**config.mk**
```make
export PLATFORM = sky130hd
export DESIGN_NAME = sliding_mode_emf_observer
export DESIGN_NICKNAME = d
export VERILOG_FILES = /design/src/hw/rtl/smo_pkg.sv /design/src/hw/rtl/sliding_mode_emf_observer.sv /design/src/hw/rtl/smo_sequencer.sv /design/src/hw/rtl/smo_datapath.sv
export SDC_FILE = /design/constraint.sdc
export NUM_CORES = 2
export LEC_CHECK = 0
export ABC_AREA = 1
export CELL_PAD_IN_SITES_DETAIL_PLACEMENT = 1
export CELL_PAD_IN_SITES_GLOBAL_PLACEMENT = 1
export CORE_UTILIZATION = 54
export CTS_CLUSTER_SIZE = 20
export DETAILED_ROUTE_END_ITERATION = 8
export DONT_BUFFER_PORTS = 1
export MAX_ROUTING_LAYER = met4
export PLACE_DENSITY = 0.87
export REMOVE_ABC_BUFFERS = 1
export SLEW_MARGIN = 10
export SYNTH_ARGS = -nofsm -noshare
export SYNTH_HDL_FRONTEND = slang
export SYNTH_HIERARCHICAL = 1
export SYNTH_SLANG_ARGS = --single-unit
```
**constraint.sdc**
```tcl
create_clock -name clk -period 14.96 [get_ports clk]
set_input_delay 0.748 -clock clk [delete_from_list [all_inputs] [get_ports clk]]
set_output_delay 0.748 -clock clk [all_outputs]
set_load 0.005 [all_outputs]
```
**src/hw/rtl/smo_pkg.sv**
```systemverilog
// Shared types, microcode table and arithmetic helpers for the sliding-mode EMF observer.
package smo_pkg;

    // Configuration register indexes.
    localparam logic [2:0] REG_CURRENT_DECAY  = 3'd0;
    localparam logic [2:0] REG_INPUT_GAIN     = 3'd1;
    localparam logic [2:0] REG_SLIDE_GAIN     = 3'd2;
    localparam logic [2:0] REG_BOUNDARY_RECIP = 3'd3;
    localparam logic [2:0] REG_LPF_NEW_WEIGHT = 3'd4;
    localparam logic [2:0] REG_LPF_OLD_WEIGHT = 3'd5;
    localparam logic [2:0] REG_DIRECTION_BAND = 3'd6;

    // Reset values of the configuration registers.
    localparam logic [15:0] BOUNDARY_RECIP_RESET = 16'd512;
    localparam logic [14:0] DIRECTION_BAND_RESET = 15'd50;

    // Accumulator width and saturation limits.
    localparam int ACC_W = 40;
    localparam logic signed [ACC_W-1:0] LIM_HI16 = 40'sd32767;
    localparam logic signed [ACC_W-1:0] LIM_HI17 = 40'sd32768;
    localparam logic signed [ACC_W-1:0] LIM_LO   = -40'sd32768;
    localparam logic signed [ACC_W-1:0] RND_16   = 40'sd32768;
    localparam logic signed [ACC_W-1:0] RND_15   = 40'sd16384;
    localparam logic signed [ACC_W-1:0] RND_8    = 40'sd128;

    // Multiplier operand A sources.
    typedef enum logic [2:0] {
        A_EST   = 3'd0,
        A_VDIFF = 3'd1,
        A_ERR   = 3'd2,
        A_SCL   = 3'd3,
        A_EMF   = 3'd4,
        A_SW    = 3'd5
    } a_sel_t;

    // Multiplier operand B sources.
    typedef enum logic [2:0] {
        B_DECAY = 3'd0,
        B_GAIN  = 3'd1,
        B_RECIP = 3'd2,
        B_SLIDE = 3'd3,
        B_OLDW  = 3'd4,
        B_NEWW  = 3'd5
    } b_sel_t;

    // Accumulator operation.
    typedef enum logic [1:0] {
        ACC_HOLD = 2'd0,
        ACC_LOAD = 2'd1,
        ACC_ADD  = 2'd2
    } acc_op_t;

    // Writeback target; the target also fixes the rounding shift and limit.
    typedef enum logic [2:0] {
        WB_NONE = 3'd0,
        WB_EST  = 3'd1,
        WB_SCL  = 3'd2,
        WB_SW   = 3'd3,
        WB_EMF  = 3'd4
    } wb_dst_t;

    // Program flow after a step.
    typedef enum logic [1:0] {
        JMP_NEXT = 2'd0,
        JMP_AXIS = 2'd1,
        JMP_END  = 2'd2
    } jmp_t;

    // One control word.
    typedef struct packed {
        logic    mul_en;
        a_sel_t  a_sel;
        b_sel_t  b_sel;
        acc_op_t acc_op;
        logic    acc_sh4;
        wb_dst_t wb_dst;
        jmp_t    jmp;
    } ucode_t;

    // Control from the sequencer to the datapath.
    typedef struct packed {
        logic   en;
        logic   last;
        logic   axis;
        ucode_t uc;
    } seq_ctrl_t;

    // Configuration register set.
    typedef struct packed {
        logic [15:0] current_decay;
        logic [15:0] input_gain;
        logic [14:0] slide_gain;
        logic [15:0] boundary_recip;
        logic [15:0] lpf_new_weight;
        logic [15:0] lpf_old_weight;
        logic [14:0] direction_band;
    } cfg_t;

    // Result of one sample.
    typedef struct packed {
        logic signed [15:0] emf_alpha;
        logic signed [15:0] emf_beta;
        logic               reverse_dir;
    } res_t;

    localparam int PC_W = 4;

    // Microcode program: steps 0 to 13 run once per axis, step 14 closes the sample.
    function automatic ucode_t ucode_rom(input logic [PC_W-1:0] pc);
        ucode_t w;
        w = '{mul_en: 1'b0, a_sel: A_EST, b_sel: B_DECAY, acc_op: ACC_HOLD,
              acc_sh4: 1'b0, wb_dst: WB_NONE, jmp: JMP_NEXT};
        case (pc)
            4'd0:
            begin
                w.mul_en = 1'b1; w.a_sel = A_EST; w.b_sel = B_DECAY;
            end
            4'd1:
            begin
                w.acc_op = ACC_LOAD;
                w.mul_en = 1'b1; w.a_sel = A_VDIFF; w.b_sel = B_GAIN;
            end
            4'd2:
            begin
                w.acc_op = ACC_ADD; w.acc_sh4 = 1'b1;
            end
            4'd3:
            begin
                w.wb_dst = WB_EST;
            end
            4'd4:
            begin
                w.mul_en = 1'b1; w.a_sel = A_ERR; w.b_sel = B_RECIP;
            end
            4'd5:
            begin
                w.acc_op = ACC_LOAD;
            end
            4'd6:
            begin
                w.wb_dst = WB_SCL;
            end
            4'd7:
            begin
                w.mul_en = 1'b1; w.a_sel = A_SCL; w.b_sel = B_SLIDE;
            end
            4'd8:
            begin
                w.acc_op = ACC_LOAD;
            end
            4'd9:
            begin
                w.wb_dst = WB_SW;
            end
            4'd10:
            begin
                w.mul_en = 1'b1; w.a_sel = A_EMF; w.b_sel = B_OLDW;
            end
            4'd11:
            begin
                w.acc_op = ACC_LOAD;
                w.mul_en = 1'b1; w.a_sel = A_SW; w.b_sel = B_NEWW;
            end
            4'd12:
            begin
                w.acc_op = ACC_ADD;
            end
            4'd13:
            begin
                w.wb_dst = WB_EMF; w.jmp = JMP_AXIS;
            end
            4'd14:
            begin
                w.jmp = JMP_END;
            end
            default:
            begin
                w.jmp = JMP_END;
            end
        endcase
        return w;
    endfunction

    // Negate with saturation of the most negative value.
    function automatic logic signed [15:0] neg_sat16(input logic signed [15:0] x);
        logic signed [15:0] r;
        if (x == -16'sd32768)
            r = 16'sd32767;
        else
            r = -x;
        return r;
    endfunction

endpackage

```
**src/hw/rtl/sliding_mode_emf_observer.sv**
```systemverilog
// Top level of the sliding-mode back-EMF observer: handshakes, configuration and result register.
//
//  Channel   Handshake                   Payload
//  sample    sample_valid / sample_stall meas_i_alpha/beta, volt_alpha/beta, speed_*
//  result    result_valid / result_stall emf_alpha, emf_beta, reverse_dir
//  config    cfg_valid / cfg_ready       cfg_index (3b), cfg_data (16b)
//
// The microcode runs 14 steps per axis through one shared 18x18 multiplier and accumulator,
// plus one closing step, and the input stalls until the program is idle again.
// A new sample is accepted once the program is idle, even while a result waits.
// The closing step holds while the result register is full and stalled.
// Reset clears the observer state and loads the register defaults; cfg_ready is always high.
module sliding_mode_emf_observer
    import smo_pkg::*;
(
    input  logic               clk,
    input  logic               rst_n,
    input  logic               sample_valid,
    output logic               sample_stall,
    input  logic signed [15:0] meas_i_alpha,
    input  logic signed [15:0] meas_i_beta,
    input  logic signed [15:0] volt_alpha,
    input  logic signed [15:0] volt_beta,
    input  logic signed [15:0] speed_command,
    input  logic signed [15:0] speed_feedback,
    output logic               result_valid,
    input  logic               result_stall,
    output logic signed [15:0] emf_alpha,
    output logic signed [15:0] emf_beta,
    output logic               reverse_dir,
    input  logic               cfg_valid,
    output logic               cfg_ready,
    input  logic [2:0]         cfg_index,
    input  logic [15:0]        cfg_data
);

    cfg_t      cfg_reg;
    seq_ctrl_t ctrl;
    res_t      res;
    res_t      res_reg;
    logic      res_valid_reg;
    logic      busy;
    logic      sample_take;
    logic      out_free;

    assign sample_stall = busy;
    assign sample_take  = sample_valid && !busy;
    assign out_free     = !res_valid_reg || !result_stall;
    assign cfg_ready    = 1'b1;

    assign result_valid = res_valid_reg;
    assign emf_alpha    = res_reg.emf_alpha;
    assign emf_beta     = res_reg.emf_beta;
    assign reverse_dir  = res_reg.reverse_dir;

    smo_sequencer u_seq (
        .clk      (clk),
        .rst_n    (rst_n),
        .start    (sample_take),
        .out_free (out_free),
        .busy     (busy),
        .ctrl     (ctrl)
    );

    smo_datapath u_dp (
        .clk            (clk),
        .rst_n          (rst_n),
        .ctrl           (ctrl),
        .cfg            (cfg_reg),
        .load           (sample_take),
        .meas_i_alpha   (meas_i_alpha),
        .meas_i_beta    (meas_i_beta),
        .volt_alpha     (volt_alpha),
        .volt_beta      (volt_beta),
        .speed_command  (speed_command),
        .speed_feedback (speed_feedback),
        .res            (res)
    );

    // Configuration register writes; unknown indexes are ignored.
    always_ff @(posedge clk or negedge rst_n)
    begin
        if (!rst_n)
        begin
            cfg_reg.current_decay  <= '0;
            cfg_reg.input_gain     <= '0;
            cfg_reg.slide_gain     <= '0;
            cfg_reg.boundary_recip <= BOUNDARY_RECIP_RESET;
            cfg_reg.lpf_new_weight <= '0;
            cfg_reg.lpf_old_weight <= '0;
            cfg_reg.direction_band <= DIRECTION_BAND_RESET;
        end
        else if (cfg_valid && cfg_ready)
        begin
            case (cfg_index)
                REG_CURRENT_DECAY:  cfg_reg.current_decay  <= cfg_data;
                REG_INPUT_GAIN:     cfg_reg.input_gain     <= cfg_data;
                REG_SLIDE_GAIN:     cfg_reg.slide_gain     <= cfg_data[14:0];
                REG_BOUNDARY_RECIP: cfg_reg.boundary_recip <= cfg_data;
                REG_LPF_NEW_WEIGHT: cfg_reg.lpf_new_weight <= cfg_data;
                REG_LPF_OLD_WEIGHT: cfg_reg.lpf_old_weight <= cfg_data;
                REG_DIRECTION_BAND: cfg_reg.direction_band <= cfg_data[14:0];
                default:
                begin
                end
            endcase
        end
    end

    // Result valid flag: set by the closing step, cleared when the transaction completes.
    always_ff @(posedge clk or negedge rst_n)
    begin
        if (!rst_n)
            res_valid_reg <= 1'b0;
        else if (ctrl.last)
            res_valid_reg <= 1'b1;
        else if (!result_stall)
            res_valid_reg <= 1'b0;
    end

    // Result payload.
    always_ff @(posedge clk)
    begin
        if (ctrl.last)
            res_reg <= res;
    end

endmodule

```
**src/hw/rtl/smo_sequencer.sv**
```systemverilog
// Microcode sequencer: step counter, axis bit and control word fetch.
module smo_sequencer
    import smo_pkg::*;
(
    input  logic      clk,
    input  logic      rst_n,
    input  logic      start,
    input  logic      out_free,
    output logic      busy,
    output seq_ctrl_t ctrl
);

    typedef enum logic [1:0] {
        ST_IDLE = 2'b01,
        ST_RUN  = 2'b10
    } seq_state_t;

    seq_state_t      state_reg, state_next;
    logic [PC_W-1:0] pc_reg, pc_next;
    logic            axis_reg, axis_next;
    ucode_t          uc;
    logic            advance;

    // Fetch the control word; the closing step waits for a free result slot.
    always_comb
    begin
        uc      = ucode_rom(pc_reg);
        advance = (state_reg == ST_RUN) && ((uc.jmp != JMP_END) || out_free);
        ctrl.en   = advance;
        ctrl.last = advance && (uc.jmp == JMP_END);
        ctrl.axis = axis_reg;
        ctrl.uc   = uc;
        busy      = (state_reg != ST_IDLE);
    end

    // Next step and branch decision.
    always_comb
    begin
        state_next = state_reg;
        pc_next    = pc_reg;
        axis_next  = axis_reg;
        case (state_reg)
            ST_IDLE:
            begin
                if (start)
                begin
                    state_next = ST_RUN;
                    pc_next    = '0;
                    axis_next  = 1'b0;
                end
            end
            ST_RUN:
            begin
                if (advance)
                begin
                    case (uc.jmp)
                        JMP_AXIS:
                        begin
                            if (!axis_reg)
                            begin
                                axis_next = 1'b1;
                                pc_next   = '0;
                            end
                            else
                            begin
                                pc_next = pc_reg + PC_W'(1);
                            end
                        end
                        JMP_END:
                        begin
                            state_next = ST_IDLE;
                        end
                        default:
                        begin
                            pc_next = pc_reg + PC_W'(1);
                        end
                    endcase
                end
            end
            default:
            begin
                state_next = ST_IDLE;
            end
        endcase
    end

    // Sequencer registers.
    always_ff @(posedge clk or negedge rst_n)
    begin
        if (!rst_n)
        begin
            state_reg <= ST_IDLE;
            pc_reg    <= '0;
            axis_reg  <= 1'b0;
        end
        else
        begin
            state_reg <= state_next;
            pc_reg    <= pc_next;
            axis_reg  <= axis_next;
        end
    end

endmodule

```
**src/hw/rtl/smo_datapath.sv**
```systemverilog
// Observer datapath: shared multiplier, accumulator, rounding writeback and direction logic.
module smo_datapath
    import smo_pkg::*;
(
    input  logic               clk,
    input  logic               rst_n,
    input  seq_ctrl_t          ctrl,
    input  cfg_t               cfg,
    input  logic               load,
    input  logic signed [15:0] meas_i_alpha,
    input  logic signed [15:0] meas_i_beta,
    input  logic signed [15:0] volt_alpha,
    input  logic signed [15:0] volt_beta,
    input  logic signed [15:0] speed_command,
    input  logic signed [15:0] speed_feedback,
    output res_t               res
);

    // Sample latches.
    logic signed [15:0] meas_reg [2];
    logic signed [15:0] volt_reg [2];
    logic signed [15:0] cmd_reg;
    logic signed [15:0] fb_reg;

    // Observer state: one entry per axis, plus the direction flag.
    logic signed [15:0] est_reg [2];
    logic signed [15:0] sw_reg  [2];
    logic signed [15:0] emf_reg [2];
    logic               dir_reg, dir_next;

    // Scratch registers.
    logic signed [16:0]      scl_reg;
    logic signed [35:0]      prod_reg;
    logic signed [ACC_W-1:0] acc_reg, acc_next;

    logic signed [17:0]      a_op, b_op;
    logic signed [16:0]      vdiff, err;
    logic signed [ACC_W-1:0] prod_ext, rnd, lim_hi;
    logic signed [16:0]      wb_val;
    logic signed [16:0]      fb17, band17;

    // Operand selection for the multiplier.
    always_comb
    begin
        vdiff = {volt_reg[ctrl.axis][15], volt_reg[ctrl.axis]}
              - {sw_reg[ctrl.axis][15], sw_reg[ctrl.axis]};
        err   = {est_reg[ctrl.axis][15], est_reg[ctrl.axis]}
              - {meas_reg[ctrl.axis][15], meas_reg[ctrl.axis]};
        case (ctrl.uc.a_sel)
            A_EST:   a_op = {{2{est_reg[ctrl.axis][15]}}, est_reg[ctrl.axis]};
            A_VDIFF: a_op = {vdiff[16], vdiff};
            A_ERR:   a_op = {err[16], err};
            A_SCL:   a_op = {scl_reg[16], scl_reg};
            A_EMF:   a_op = {{2{emf_reg[ctrl.axis][15]}}, emf_reg[ctrl.axis]};
            A_SW:    a_op = {{2{sw_reg[ctrl.axis][15]}}, sw_reg[ctrl.axis]};
            default: a_op = '0;
        endcase
        case (ctrl.uc.b_sel)
            B_DECAY: b_op = {2'b00, cfg.current_decay};
            B_GAIN:  b_op = {2'b00, cfg.input_gain};
            B_RECIP: b_op = {2'b00, cfg.boundary_recip};
            B_SLIDE: b_op = {3'b000, cfg.slide_gain};
            B_OLDW:  b_op = {2'b00, cfg.lpf_old_weight};
            B_NEWW:  b_op = {2'b00, cfg.lpf_new_weight};
            default: b_op = '0;
        endcase
    end

    // Accumulate the registered product, optionally scaled by 16.
    always_comb
    begin
        prod_ext = {{(ACC_W-36){prod_reg[35]}}, prod_reg};
        if (ctrl.uc.acc_sh4)
            prod_ext = prod_ext <<< 4;
        case (ctrl.uc.acc_op)
            ACC_LOAD: acc_next = prod_ext;
            ACC_ADD:  acc_next = acc_reg + prod_ext;
            default:  acc_next = acc_reg;
        endcase
    end

    // Round to nearest with ties upward, then saturate for the target.
    always_comb
    begin
        lim_hi = LIM_HI16;
        case (ctrl.uc.wb_dst)
            WB_SCL:
            begin
                rnd    = (acc_reg + RND_8) >>> 8;
                lim_hi = LIM_HI17;
            end
            WB_SW:   rnd = (acc_reg + RND_15) >>> 15;
            default: rnd = (acc_reg + RND_16) >>> 16;
        endcase
        if (rnd > lim_hi)
            wb_val = lim_hi[16:0];
        else if (rnd < LIM_LO)
            wb_val = LIM_LO[16:0];
        else
            wb_val = rnd[16:0];
    end

    // Direction hysteresis and direction-signed result.
    always_comb
    begin
        fb17   = {fb_reg[15], fb_reg};
        band17 = {2'b00, cfg.direction_band};
        dir_next = dir_reg;
        if (!cmd_reg[15])
        begin
            if (fb17 >= -band17)
                dir_next = 1'b0;
        end
        else
        begin
            if (fb17 <= band17)
                dir_next = 1'b1;
        end
        res.reverse_dir = dir_next;
        res.emf_alpha   = dir_next ? neg_sat16(emf_reg[0]) : emf_reg[0];
        res.emf_beta    = dir_next ? neg_sat16(emf_reg[1]) : emf_reg[1];
    end

    // Sample latches and scratch registers.
    always_ff @(posedge clk)
    begin
        if (load)
        begin
            meas_reg[0] <= meas_i_alpha;
            meas_reg[1] <= meas_i_beta;
            volt_reg[0] <= volt_alpha;
            volt_reg[1] <= volt_beta;
            cmd_reg     <= speed_command;
            fb_reg      <= speed_feedback;
        end
        if (ctrl.en && ctrl.uc.mul_en)
            prod_reg <= a_op * b_op;
        if (ctrl.en)
            acc_reg <= acc_next;
        if (ctrl.en && (ctrl.uc.wb_dst == WB_SCL))
            scl_reg <= wb_val;
    end

    // Observer state.
    always_ff @(posedge clk or negedge rst_n)
    begin
        if (!rst_n)
        begin
            est_reg[0] <= '0;
            est_reg[1] <= '0;
            sw_reg[0]  <= '0;
            sw_reg[1]  <= '0;
            emf_reg[0] <= '0;
            emf_reg[1] <= '0;
            dir_reg    <= 1'b0;
        end
        else
        begin
            if (ctrl.en)
            begin
                case (ctrl.uc.wb_dst)
                    WB_EST:  est_reg[ctrl.axis] <= wb_val[15:0];
                    WB_SW:   sw_reg[ctrl.axis]  <= wb_val[15:0];
                    WB_EMF:  emf_reg[ctrl.axis] <= wb_val[15:0];
                    default:
                    begin
                    end
                endcase
            end
            if (ctrl.last)
                dir_reg <= dir_next;
        end
    end

endmodule

```
# Word level (Yosys, flattened, before mapping)
# Memories as Yosys holds them, arrays and structs flattened.
# Index checks and enable logic that the tools add are counted.
[classes]
n_addsub = 10
bitwise_logic = 1
n_lt_le_gt_ge = 6
eq_ne = 49
n_mul = 1
reduce_logical = 34
mux = 51
[ops]
columns = ["op", "n"]
rows = [
  ["$mux 16", 15],
  ["$pmux 40 s2", 2],
  ["$pmux 18 s6", 1],
  ["$bwmux 32", 3],
  ["$pmux 16 s6", 1],
  ["$pmux 7 s6", 1],
  ["$add 40x16->40 const B", 1],
  ["$add 40x17->40 const B", 1],
  ["$add 40x39->40", 1],
  ["$add 40x9->40 const B", 1],
  ["$gt 40x17->1", 1],
  ["$lt 40x16->1 const B", 1],
  ["$mux 38", 1],
  ["$mul 18x17->35", 1],
  ["$mux 17", 2],
  ["$sub 16x16->17", 2],
  ["$eq 16x16->1 const B", 2],
  ["$neg 16->16", 2],
  ["$eq 3x2->1 const B", 8],
  ["$eq 3x3->1 const B", 8],
  ["$eq 4x4->1 const B", 6],
  ["$reduce_and 2->1", 11],
  ["$ge 16x17->1", 1],
  ["$neg 15->17", 1],
  ["other kinds (32)", 78],
]
[word_totals]
register_bits = 372
in_bits = 120
mem_count = 2
mem_bits_rw = 64
word_cells = 180
output_inout_bits = 36
[memory_table]
columns = ["memory", "words", "width", "read_ports", "rd_clocked_by_memory_dff", "write_ports", "line_no", "rtl"]
rows = [
  ["u_dp.meas_reg", 2, 16, 1, 0, 2, "smo_datapath.sv:20", "logic signed [15:0] meas_reg [2];"],
  ["u_dp.volt_reg", 2, 16, 1, 0, 2, "smo_datapath.sv:21", "logic signed [15:0] volt_reg [2];"],
]

# Depth between registers and ports, before layout
[logic_depth]
depth_word = 8
ltp_mapped = 47
depth_no_buf = 43

# By module
# The synthesis kept the hierarchy.
[by_module_without_submodules]
columns = ["module", "seq_area_each_um2", "area_per_inst_um2", "n_inst", "cells_per_inst"]
rows = [
  ["smo_datapath", 7622.3, 31610.3, 1, 4178],
  ["sliding_mode_emf_observer", 3773.6, 5325.1, 1, 527],
  ["smo_sequencer", 176.4, 782.0, 1, 108],
]

# Least setup slack after synthesis
# No wires, ideal clock.
[synth_timing]
path_kind = "reg2reg"
start = "reg u_seq.axis_reg"
end = "reg, netlist name u_dp/prod_reg[34]"
required_time_ps = 14698
slack_ps = 6007
path_stages_with_launch = 41
arrival_ps = 8691
setup_ps = 262
path_buffers = 7
synth_period_minus_slack_ps = 8953
cell_sequence = "dfrtp_1 buf_4 buf_2 buf_2 clkbuf_1 buf_1 mux2i_1 ha_1 fa_1 inv_1 nand3_1 nand2_1 nand2_1 nand2_1 a21oi_1 o21ai_0 nand2_1 a21boi_0 [... 5 more ...] fa_1 clkbuf_1 xnor2_1 xor2_1 fa_1 fa_1 inv_1 fa_1 inv_1 ha_1 nand2_1 nor4_1 nand3_1 nand3_1 nand2_1 o211ai_1 a21oi_1 xor2_1"
[synth_via]
elab_chain_len = 7
word_cells_on_any_way = 16
classes_between = "add/sub: 2; mul: 1; mux: 10; bitwise: 1; memory: 2"
[synth_lines]
columns = ["item", "line_no", "rtl"]
rows = [
  ["start, declared", "smo_sequencer.sv:20", "logic axis_reg, axis_next;"],
  ["start signal, assigned", "smo_sequencer.sv:100", "axis_reg <= axis_next;"],
  ["$not 1->2 (implied by the code)", "-", ""],
  ["$mux 16, on equally long branches (3 in series)", "-", ""],
  ["$sub 16x16->17, on equally long branches", "smo_datapath.sv:48, smo_datapath.sv:46", ""],
  ["$pmux 18 s6 (*)", "smo_datapath.sv:49", "case (ctrl.uc.a_sel)"],
  ["$mul 18x17->35 (*)", "smo_datapath.sv:137", "prod_reg <= a_op * b_op;"],
]
# Mark *: on every way between the ends. The rest lies on a longest branch, timed or not. The select of a mux whose other input is x is not followed.
# A chain may end at the register's enable or synchronous reset.

# Final worst setup path
[layout_timing]
start = "reg u_seq.axis_reg"
end = "reg u_dp.prod_reg[31] (data pin)"
[layout_via]
elab_chain_len = 7
word_cells_on_any_way = 16
classes_between = "add/sub: 2; mul: 1; mux: 10; bitwise: 1; memory: 2"
[layout_lines]
columns = ["item", "line_no", "rtl"]
rows = [
  ["$not 1->2 (implied by the code)", "-", ""],
  ["$mux 16, on equally long branches (3 in series)", "-", ""],
  ["$sub 16x16->17, on equally long branches", "smo_datapath.sv:48, smo_datapath.sv:46", ""],
  ["$pmux 18 s6 (*)", "smo_datapath.sv:49", ""],
  ["$mul 18x17->35 (*)", "smo_datapath.sv:137", ""],
  ["end signal, assigned", "smo_datapath.sv:137", ""],
  ["end, declared", "smo_datapath.sv:33", "logic signed [35:0] prod_reg;"],
]
# Marks and branches as above.

==> results.md <==
- Status: complete, no violations
- Die Y: 266 um
- Hold_buf cts: 2
- HPWL after DPL: 97.6 mm
- RR Endpoint: u_dp/prod_reg[31]
- Most frequent cells in the layout: nand2_1, inv_1, fa_1, nor2_1, o21ai_0
- Layout cells sized above 1: 0.0556
- Via density: 5.87
- Routed WL: 131 mm
- Synthesis warning total: 6
- Clock root buffer: clkbuf_16
- Hold Fails Final Rpt: 0
- Max Freq: 0.0924 GHz
- Initial core utilization: 0.548
- TritonCTS clock tree: built
- Overall power: 5.71 mW
- Worst Setup End Kind: flip-flop
- IR Drop Worst-Case VDD: 0.0912 mV
- Filler cells: 8564
- CTS resizes: 0
- Mapped Cells: 4812
- Post-CTS Setup Inserts: 0
- Relative slew margins: 0.176
- Min cycle time layout: 10.82 ns
- R2R Setup Slk: 4.14 ns
- Clock Skew: 0.0242 ns
- Crit-path leading delay family: adder cells
- Antenna violations before repair: 0
- Register area: 11600 sq um
- Tot GR Track Use: 0.384
- Commonest non-fill, non-tap cell in the layout: nand2_1
- Tcrit/Tclk final: 0.723
- IO Count: 156
- Syn avg cell area: 7.84 sq um
- CTS max path bufs: 3
- CP arrival: 11.18 ns
- Leakage: 20.6 nW
- Largest net degree at the start of global routing: 211
- Vias in the first global route: 36500
- CTS clk-pin slew, worst paths: 0.06 ns
- Core area: 68800 sq um
- H-tree depth: 2
- Clk sink count: 421
- Area of the multi-input gates: 22400 sq um
- Min-Delay Path Class: in2async
- # DRC: 0
- Initial DRT Pass Iterations: 7
- Critical path's slowest cell: nand3_1
- Nets: 5398
- First-pass GRT wire length: 204 mm
- Grt ovf: 0
- Count of final max-slew check failures: 0
- Crit path max fanout: 55
- Setup tns final: 0 ns
- CTS Buf Count: 50
- Initial DRC Count: 2431
- Cell Pwr Density: 141 nW/um^2
- Max Cap Viol: 0
- Setup violations, final: 0
- Largest register FFs: 110
- Area Overhead vs Synth: 7.23%
- Reg2Reg Depth: 38
- Die area: 70900 sq um
- Syn Std Cell Area: 37700 sq um
- Worst r2r src: u_seq/axis_reg
- Via count: 33800
- Final GP Congestion: 0.965
- Buf/Inv on CP: 8
- Worst Path Class, Setup: reg2reg
- Routed WL per cell: 22.8 um
- Slowest stage delay, CP: 0.78 ns
- PortBufs: 0
- Worst Path Required: 15.32 ns
- ANT nets after route: 0
- Die W: 266 um
- Row count: 96
- Worst Tran Pin Value: 1.23 ns
- Clock latency on the worst-skew pair: 0.63 ns
- Startpoint Class: flip-flop
- Setup repair after global routing missed its margin: no
worst reg2reg max path: cells and delay by family (launching register included):
family                   cells  cell delay (ns)
XOR/XNOR                     1             0.12
multiplexers                 1             0.40
flip-flops                   1             0.69
AND/OR/NAND/NOR             16             2.96
AO/OA/AOI/OAI                3             0.77
buffers and inverters        8             1.33
adder cells (fa/ha/maj)      9             4.29
stage by stage:
stage          hold WS, ns  utilization  cell area (sq um)  std cells  setup slack, ns
6_report            0.0207        0.588              40400       5756             4.14
5_1_grt             0.0273        0.588              40400       5755             3.78
4_1_cts              0.190        0.587              40400       5754             4.46
3_5_place_dp         0.458        0.562              38700       5658             4.64
3_3_place_gp         0.454        0.562              38700       5658             4.94
2_1_floorplan        0.441            -              37100       4675             3.60
worst max-delay path by stage:
| stage | from | to | slack, ns | cells past startpoint |
|---|---|---|---|---|
| finish | u_seq/axis_reg | u_dp/prod_reg[31] | 4.14 | 38 |
| global route | u_seq/axis_reg | u_dp/prod_reg[31] | 3.78 | 38 |
| CTS | u_seq/axis_reg | u_dp/prod_reg[31] | 4.46 | 38 |
| detailed placement | u_seq/axis_reg | u_dp/prod_reg[30] | 4.64 | 40 |
| global placement | u_seq/axis_reg | u_dp/prod_reg[30] | 4.94 | 37 |
| floorplan | u_seq/axis_reg | u_dp/prod_reg[34] | 3.60 | 36 |
cell type report:
class | count | area share
multi-input cells | 3416 | 0.554
flip-flops and latches | 421 | 0.286
inverters | 838 | 0.0779
clock buffers | 74 | 0.0368
well taps | 931 | 0.0288
repair buffers | 55 | 0.0113
clock inverters | 20 | 0.00461
diodes | 1 | 0.0000619
routing by layer:
metal  wire length [um]  global-route usage  vias to the layer above
met3               8380              0.0554                      373
li1                   -                   -                    15200
met1              52000               0.461                    17000
met5                  0                   -                        -
met2              64600               0.640                     1223
met4               6240               0.174                        0
power by group:
group | internal (mW) | leakage, nW | switching [mW]
Clock | 0.715 | 0.822 | 0.544
Sequential | 1.45 | 4.78 | 0.102
Combinational | 0.926 | 15.0 | 1.97
Total | 3.09 | 20.6 | 2.62
(Power assumes the default switching activity.)
